File: config.mk
export PLATFORM = sky130hd
export DESIGN_NAME = ptrt_ctrl
export DESIGN_NICKNAME = d
export VERILOG_FILES = /design/src/sv/ptrt_pkg.sv /design/src/sv/ptrt_ctrl.sv
export VERILOG_INCLUDE_DIRS = /design/src /design/src/sv
export SDC_FILE = /design/constraint.sdc
export NUM_CORES = 1
export LEC_CHECK = 0
export BUFFER_PORTS_ARGS = -buffer_cell sky130_fd_sc_hd__buf_2
export CORE_AREA = 2 2 39 41
export DETAILED_ROUTE_END_ITERATION = 7
export DIE_AREA = 0 0 41 43
export GPL_TIMING_DRIVEN = 0
export HOLD_SLACK_MARGIN = 0.15
export PLACE_DENSITY_LB_ADDON = 0.12
export SKIP_CTS_REPAIR_TIMING = 1
export SLEW_MARGIN = 20
export SYNTH_ARGS = -nofsm -noshare
export SYNTH_HDL_FRONTEND = slang
export SYNTH_SLANG_ARGS = --single-unit
File: constraint.sdc
create_clock -name clk -period 2.2 [get_ports clk]
set_input_delay 0 -clock clk [delete_from_list [all_inputs] [get_ports clk]]
set_output_delay 0 -clock clk [all_outputs]
set_load 0.02 [all_outputs]
File: src/sv/page_translation_refcount_table_top_assert.svh
// Assertion macros used by the page translation table controller.
// Depends on nothing; included by files that assert.
`ifndef PAGE_TRANSLATION_REFCOUNT_TABLE_TOP_ASSERT_SVH
`define PAGE_TRANSLATION_REFCOUNT_TABLE_TOP_ASSERT_SVH
`define PTRT_ASSERT_IMP(label, clk, rst_n, a, c) \
	label: assert property (@(posedge clk) disable iff (!rst_n) (a) |-> (c)) \
		else $error("assertion failed");
`define PTRT_ASSERT_NEXT(label, clk, rst_n, a, c) \
	label: assert property (@(posedge clk) disable iff (!rst_n) (a) |=> (c)) \
		else $error("assertion failed");
`endif

File: src/sv/ptrt_pkg.sv
// Package for the page translation table: sizes, codes and the bucket hash.
// Depends on nothing.
`timescale 1ns / 1ps
package ptrt_pkg;
	localparam int BucketCount = 1024;
	localparam int Ways = 4;
	localparam int BucketBits = $clog2(BucketCount);
	localparam int WayBits = (Ways > 1) ? $clog2(Ways) : 1;
	localparam int SlotBits = BucketBits + $clog2(Ways);
	localparam int SlotCount = BucketCount * Ways;
	localparam int PageShift = 12;
	localparam int IndexBits = 52;
	localparam int HashShift = 33;
	localparam int ObjShift = 3;
	localparam logic [63:0] HashMul = 64'hff51afd7ed558ccd;
	localparam logic [31:0] RefsMax = 32'hFFFFFFFF;
	localparam int EntryBits = 1 + 64 + IndexBits + 64 + 32;

	typedef enum logic [1:0] {
		FN_LOOKUP = 2'd0,
		FN_INSERT = 2'd1,
		FN_RELEASE = 2'd2,
		FN_NONE = 2'd3
	} func_t;

	typedef enum logic [1:0] {
		ST_OK = 2'd0,
		ST_PRESENT = 2'd1,
		ST_MISS = 2'd2,
		ST_REJECT = 2'd3
	} status_t;

	typedef struct packed {
		logic valid;
		logic [63:0] object;
		logic [IndexBits-1:0] pidx;
		logic [63:0] phys;
		logic [31:0] refs;
	} entry_t;

	typedef struct packed {
		logic clear;
		logic load;
		logic hash_mul;
		logic hash_acc;
		logic hash_fin;
		logic rd_way;
		logic cmp_way;
		logic write;
		logic finish;
	} ptrt_cmd_t;

	typedef struct packed {
		logic clr_done;
		logic last_way;
		logic hit;
	} ptrt_stat_t;
endpackage

File: src/sv/ptrt_ctrl.sv
// Controller state machine sequencing hash, way scan, update and result.
// Depends on ptrt_pkg and the assertion macro header.
`timescale 1ns / 1ps
`include "page_translation_refcount_table_top_assert.svh"
module ptrt_ctrl import ptrt_pkg::*; (
	input logic clk,
	input logic arst_n,
	input logic in_valid,
	output logic in_ready,
	output logic out_valid,
	input logic out_ready,
	output ptrt_cmd_t cmd,
	input ptrt_stat_t stat
);
	typedef enum logic [2:0] {
		S_CLR, S_IDLE, S_MUL, S_ACC, S_FIN, S_SCAN, S_LAST, S_UPD
	} state_t;

	state_t state_q;
	logic busy;

	assign busy = (state_q != S_IDLE);
	assign in_ready = !busy && (!out_valid || out_ready);

	always_comb begin
		cmd = '0;
		cmd.clear = (state_q == S_CLR);
		cmd.load = in_valid && in_ready;
		cmd.hash_mul = (state_q == S_MUL);
		cmd.hash_acc = (state_q == S_ACC);
		cmd.hash_fin = (state_q == S_FIN);
		cmd.rd_way = (state_q == S_SCAN);
		cmd.cmp_way = (state_q == S_SCAN) || (state_q == S_LAST);
		cmd.write = (state_q == S_UPD);
		cmd.finish = (state_q == S_UPD);
	end

	always_ff @(posedge clk or negedge arst_n) begin
		if (!arst_n) begin
			state_q <= S_CLR;
			out_valid <= 1'b0;
		end else begin
			if (out_valid && out_ready) begin
				out_valid <= 1'b0;
			end
			case (state_q)
				S_CLR: if (stat.clr_done) state_q <= S_IDLE;
				S_IDLE: if (cmd.load) state_q <= S_MUL;
				S_MUL: state_q <= S_ACC;
				S_ACC: state_q <= S_FIN;
				S_FIN: state_q <= S_SCAN;
				S_SCAN: if (stat.last_way) state_q <= S_LAST;
				S_LAST: state_q <= S_UPD;
				S_UPD: begin
					state_q <= S_IDLE;
					out_valid <= 1'b1;
				end
				default: state_q <= S_IDLE;
			endcase
		end
	end

	`PTRT_ASSERT_IMP(a_no_accept_busy, clk, arst_n, busy, !in_ready)
	`PTRT_ASSERT_NEXT(a_upd_gives_out, clk, arst_n, state_q == S_UPD, out_valid)
	`PTRT_ASSERT_NEXT(a_load_starts, clk, arst_n, cmd.load, state_q == S_MUL)
endmodule

# Word-level counts from Yosys, hierarchy flattened
# Cells that the tools add are included.
[totals]
ram_bits = 0
output_inout_bits = 11
input_bits = 7
wordCells = 29
latchBits = 0
mem_bits_ro = 0
reg_bits = 4
n_memories = 0
[op_classes]
bitwise = 0
div = 0
eq_ne = 11
addsub = 0
mux = 6
n_shift = 0
n_reduce_logical = 10
mul = 0
order_cmp = 0
[ops]
columns = ["op", "count"]
rows = [
  ["3-bit one-hot mux with 8 select lines", 1],
  ["3-bit equality test (second input constant)", 4],
  ["3-bit two-way mux", 3],
  ["3-bit by 2-bit equality test with 1-bit output (second input constant)", 2],
  ["2-bit by 1-bit != test with 1-bit output (second input constant)", 2],
  ["3-bit by 1-bit equality test with 1-bit output (second input constant)", 1],
  ["1-bit logical AND", 3],
  ["3-bit zero test", 1],
  ["3-bit by 1-bit != test with 1-bit output (second input constant)", 1],
  ["3-bit AND reduction", 1],
  ["1-bit zero test", 2],
  ["1-bit logical OR", 2],
  ["1-bit two-way mux", 2],
  ["2-bit != test (second input constant)", 1],
  ["2-bit nonzero test", 1],
]

# Longest topological paths before layout
# Gate-level depths: netlist of run 1.
[depth]
depth_word = 6
mapped_depth = 4
ltp_nobuf = 3

# Worst setup path before layout of run 1
# Ideal clock, no wire load.
[synth_path]
path_type = "flip-flop to output port"
start = "reg state_q[1]"
end = "out cmd[7] (netlist bit)"
slack_ps = 1017
arrival_ps = 1183
required_time_ps = 2200
stages_incl_launch_ff = 4
cell_sequence = "dfrtp_1 -> nand2b_4 -> nor3b_4 -> and2_1"
[synth_lines]
columns = ["item", "line_no", "text"]
rows = [
  ["start, declared", "ptrt_ctrl.sv:19", "state_t state_q;"],
  ["start signal, assigned", "ptrt_ctrl.sv:40", "state_q <= S_CLR;"],
  ["start signal, assigned", "ptrt_ctrl.sv:47", "S_CLR: if (stat.clr_done) state_q <= S_IDLE;"],
  ["start signal, assigned", "ptrt_ctrl.sv:48", "S_IDLE: if (cmd.load) state_q <= S_MUL;"],
  ["end, declared", "ptrt_ctrl.sv:12", "output ptrt_cmd_t cmd,"],
]

==> out/metrics.csv, run 1 <==
metric,value,unit
Final Setup Violations,0,
CTS tree,yes,
worst-path fanout max,7,
largest net degree at the start of global routing,9,
core area,1384,sq um
Die Span X,41,microns
Final HPWL DP,494,microns
Tot Pwr,0.6557,mW
"commonest non-fill, non-tap cells in the layout","17 x buf_2, 5 x nor2_1, 4 x dlygate4sd3_1, 4 x dfrtp_1, 3 x clkbuf_4",
htree depth,1,
fin crit share,61.68,%
Seq pwr share,23.1,%
simple-gate share of the synthesized area,36.41,%
"commonest non-fill, non-tap cell in the layout",buf_2,
max-slew violations,0,
first-pass GRT wire length,841,microns
peak supply drop,0.0004150,V
initial antenna violation count,0,
post-synth net total,36,
Ports,18,
worst-case clock skew,1.731,ps
setup ws final,843.1,ps
Sw Pwr,0.3210,mW
Final Hold Vio Count,0,
share of layout cells above drive strength 1,44.23,%
sw frac,48.95,%
ant diodes,0,
setup TNS,0,ps
PortBufs,16,
Global Route Usage Sum,7.273,%
max-cap violations,0,
Required @ worst endpoint,2200,ps
combinational power share,63.4,%
clock latency on the worst-skew pair,230,ps
post-synthesis cell area,257.7,sq um
clock share of power,13.5,%
via count,282,
post-synthesis compound-gate area fraction,15.05,%
syn avg cell area,8.888,sq um
initial DRC count,3,
Synth warnings,0,
area delta synth->final,63.11,%
Seq cells post-synth,4,
final std cells w/o fill,68,
Initial Utilization,18.63,%
Nets,61,
leak pwr,0.2286,nW
Initial DRT Pass Iterations,2,
grt ovf,0,
fmax,736.9,MHz
Site Rows,14,
residual DRC count,0,
Root Buffer,clkbuf_4,
largest family of logic cells by synthesized area,simple AND/OR/NAND/NOR gates,
CP endpoint kind,primary output,
sequential fraction of the synthesis area,38.83,%
Int Pwr,0.3347,mW
area of placed instances,357.8,sq um
Hold Slack,89.68,ps
Period minus WS final,1357,ps
Worst-Margin Slew,267.1,ps
placed insts,61,
routed vias/inst,4.147,
drt wl/cell,9.559,microns
CP arrival,1360,ps
die area,1763,sq um
pwr dens,1560,nW/um^2
RSZ-0062 raised after global routing,false,
die height,43,microns
pre-CTS setup slack,1068,ps
post-synthesis xor/xnor area fraction,3.398,%
drt total wl,650,microns
Num CTS Buffers,3,
HP Class,in2reg,
mux cell area share after synthesis,0,%
final core occ,30.38,%
Clock Sinks,4,
clk slew on worst S/H paths,40,ps
CP Launch Type,flop,
number of global-route vias before repair,210,
post-synthesis cell count,29,
Worst Setup Path Type,reg2out,
slew margin rel.,82.19,%
global placer's final weighted congestion,0.6676,
number of nets with antenna violations after routing,0,
Finished Cell Area,420.4,sq um
clock tree buffer depth,2,
status,completed,
distinct cell type count after synthesis,18,
post-synthesis adder-cell area fraction,0,%
area by class of cell:
class	count	area, sq um
plain buffers	2	12.51
multi-input cells	22	141.4
repair buffers	20	120.1
fillers	159	963.4
inverters	1	3.754
clock buffers	3	22.52
flip-flops and latches	4	100.1
well taps	16	20.02
flip-flops by register name, indices dropped and copies added (netlist names):
register,flops
out_valid,1
state_q,3
cells by family (layout without fill, tap and decap cells):
group                     count (synthesis)  count (layout)
DFF                                       4               4
and+or+nand+nor                          15              15
buffers and inverters                     3              26
xor gates and xnor gates                  1               1
AOI/OAI and AO/OA                         6               6
synth_stat cells:
library cell / count / area [sq um]
and2_1: 1 / 6.260
nand2b_4: 1 / 13.76
nor2_1: 5 / 18.77
nand2_1: 2 / 7.510
inv_1: 1 / 3.750
nor4_1: 1 / 6.260
a311oi_1: 1 / 8.760
a21oi_1: 1 / 5.000
buf_2: 1 / 5.000
nor3_1: 2 / 10.01
buf_4: 1 / 7.510
xnor2_1: 1 / 8.760
nor3b_4: 1 / 18.77
o21ai_1: 1 / 5.000
o21ai_0: 1 / 5.000
nand2b_1: 2 / 12.51
dfrtp_1: 4 / 100.1
a21o_1: 2 / 15.01
metal layers:
layer	vias up	global-route usage, %	share of wire (%)
met2	8	10.00	48
met5	-	0	0
li1	144	-	-
met4	0	6.000	0
met1	130	9.180	45
met3	0	1.571	7.1
worst max-delay path, cell delays in order (launching register included):
cell,delay (ps)
dfrtp_1,440
nand2b_4,200
nor3b_4,200
and2_1,140
buf_2,150
worst paths after layout:
| check | from | slack (ps) | cells after the start | endpoint |
|---|---|---|---|---|
| worst max-delay path | state_q[1] | 840 | 4 | cmd[7] |
| max in group asynchronous | arst_n | 1390 | 3 | state_q[1] |
| min in group asynchronous | arst_n | 650 | 3 | state_q[2] |
| worst min-delay path | stat[1] | 90 | 4 | state_q[0] |
| worst min register to register | out_valid | 540 | 2 | out_valid |
| worst max register to register | state_q[2] | 1130 | 3 | state_q[0] |
power groups by stage:
| stage | Sequential (mW) | Clock [mW] | Combinational, mW |
|---|---|---|---|
| 2_1_floorplan | 0.155 | 0 | 0.292 |
| 3_3_place_gp | 0.151 | 0 | 0.416 |
| 3_5_place_dp | 0.152 | 0 | 0.417 |
| 4_1_cts | 0.151 | 0.0955 | 0.418 |
| 5_1_grt | 0.155 | 0.0993 | 0.456 |
| 6_report | 0.151 | 0.0886 | 0.416 |
Power figures use the tool's default switching activity.
==> inputs of run 2 (changes only) <==
Clock period 2.2 ns to 1.2 ns, I/O delays scaled along.
==> out/metrics.csv, run 2 (synthesis gave the netlist of run 1 again) <==
metric,value,unit,change
status,finished with violations,,was completed
failing checks,setup timing,,
max-slew violations,0,,unchanged
Seq pwr share,21.1,%,was 23.1%
number of global-route vias before repair,210,,unchanged
Worst Setup Path Type,reg2out,,unchanged
die area,1763,sq um,unchanged
drt wl/cell,9.406,microns,was 9.559 microns
CP arrival,1330,ps,was 1360 ps
die height,43,microns,unchanged
Site Rows,14,,unchanged
worst-path fanout max,6,,was 7
Period minus WS final,1334,ps,
ant diodes,0,,unchanged
CTS tree,yes,,unchanged
leak pwr,0.2365,nW,was 0.2286 nW
CP endpoint kind,primary output,,unchanged
fmax,749.5,MHz,
PortBufs,16,,unchanged
pwr dens,2970,nW/um^2,was 1560 nW/um^2
number of nets with antenna violations after routing,0,,unchanged
share of layout cells above drive strength 1,54.72,%,was 44.23%
Filler Cell Count,154,,was 159
routed vias/inst,4.116,,was 4.147
via count,284,,was 282
Ports,18,,unchanged
reg2reg setup slack,150,ps,was 1130 ps
Int Pwr,0.7216,mW,was 0.3347 mW
placed insts,61,,unchanged
core area,1384,sq um,unchanged
Die Span X,41,microns,unchanged
Initial DRT Pass Iterations,2,,unchanged
peak supply drop,0.0008140,V,was 0.0004150 V
Root Buffer,clkbuf_4,,unchanged
first-pass GRT wire length,841,microns,unchanged
biggest regs,"state_q (3), out_valid (1)",,unchanged
max reg flops,3,,unchanged
Initial Utilization,18.63,%,unchanged
max-cap violations,0,,unchanged
clock latency on the worst-skew pair,230,ps,about the same
setup ws final,-134.2,ps,was 843.1 ps
most flop-heavy register,state_q,,unchanged
clk slew on worst S/H paths,40,ps,about the same
FF-to-FF Start,state_q[1],,was state_q[2]
Clock Sinks,4,,unchanged
Final HPWL DP,494,microns,unchanged
clock tree buffer depth,2,,unchanged
combinational power share,66.6,%,was 63.4%
Required @ worst endpoint,1200,ps,was 2200 ps
HP Class,in2reg,,unchanged
area delta synth->final,73.79,%,was 63.11%
fin crit share,111.2,%,
Critical Path Sink,cmd[7],,unchanged
clock share of power,12.2,%,was 13.5%
Sw Pwr,0.6085,mW,was 0.3210 mW
worst-case clock skew,1.646,ps,was 1.731 ps
CP Launch Type,flop,,unchanged
RSZ-0062 raised after global routing,true,,was false
reg2reg path depth,3,,unchanged
Critical path origin,state_q[1],,unchanged
largest net degree at the start of global routing,9,,unchanged
sw frac,45.75,%,was 48.95%
global placer's final weighted congestion,0.6676,,unchanged
"commonest non-fill, non-tap cells in the layout","13 x buf_2, 5 x buf_4, 5 x nor2_1, 3 x clkbuf_4, 3 x dlygate4sd3_1",,"was 17 x buf_2, 5 x nor2_1, 4 x dlygate4sd3_1, 4 x dfrtp_1, 3 x clkbuf_4"
Nets,62,,was 61
"commonest non-fill, non-tap cell in the layout",buf_2,,unchanged
reg-to-reg endpoint,state_q[0],,unchanged
Global Route Usage Sum,7.273,%,unchanged
Num CTS Buffers,3,,unchanged
drt total wl,649,microns,was 650 microns
htree depth,1,,unchanged
initial DRC count,2,,was 3
Hold Slack,85.65,ps,was 89.68 ps
slew margin rel.,82.66,%,was 82.19%
Worst-Margin Slew,258.3,ps,was 267.1 ps
initial antenna violation count,0,,unchanged
Final Hold Vio Count,0,,unchanged
residual DRC count,0,,unchanged
Final Setup Violations,3,,was 0
final std cells w/o fill,69,,was 68
grt ovf,0,,unchanged
## run 2: worst min-delay path by stage
stage              start          to  slack [ps]  cells after the start
2_1_floorplan     arst_n   out_valid        -300                      0
3_3_place_gp      arst_n  state_q[2]        -190                      1
3_5_place_dp      arst_n  state_q[2]        -190                      1
4_1_cts           arst_n  state_q[2]        -450                      1
5_1_grt        out_ready   out_valid         130                      3
6_report         stat[1]  state_q[0]          90                      4
## run 2: cell type report
| cell class | instances | area [sq um] | area share [%] |
|---|---|---|---|
| tap | 16 | 20.02 | 4.469 |
| buffer | 2 | 15.01 | 3.352 |
| timing repair buffer | 21 | 140.1 | 31.28 |
| multi-input combinational | 22 | 143.9 | 32.12 |
| sequential | 4 | 102.6 | 22.90 |
| clock buffer | 3 | 22.52 | 5.028 |
| inverter | 1 | 3.754 | 0.8380 |
## run 2: metrics by stage
stage               power, mW  util (%)  cell area [sq um]  setup WS [ps]  setup TNS [ps]
finish                  1.330     32.37              447.9         -134.2          -241.8
global placement        1.040     25.86              357.8          84.20               0
global route            1.439     32.37              447.9         -207.0          -508.0
floorplan              0.8211         -              257.7          16.93               0
detailed placement      1.043     25.86              357.8          67.63               0
CTS                     1.218     27.49              380.4         -187.8          -501.8
## run 2: power groups by stage
stage               Sequential (mW)  Clock (mW)  Combinational, mW
CTS                           0.278       0.175              0.766
detailed placement            0.279           0              0.764
floorplan                     0.285           0              0.536
finish                        0.281       0.162              0.887
global route                  0.287       0.189              0.964
global placement              0.278           0              0.762
## run 2: critical path, cell delays in order (launching register included)
cell and delay [ps]:
dfrtp_2 430, nand2b_4 180, nor3b_4 220, and2_4 170, buf_6 100
## run 2: routing by layer
metal  vias up  share of wire, %  track usage (%)
li1        147                 -                -
met4         0                 0            6.000
met5         -                 0                0
met3         0               6.9            1.571
met1       129                44            9.180
met2         8                49            10.00
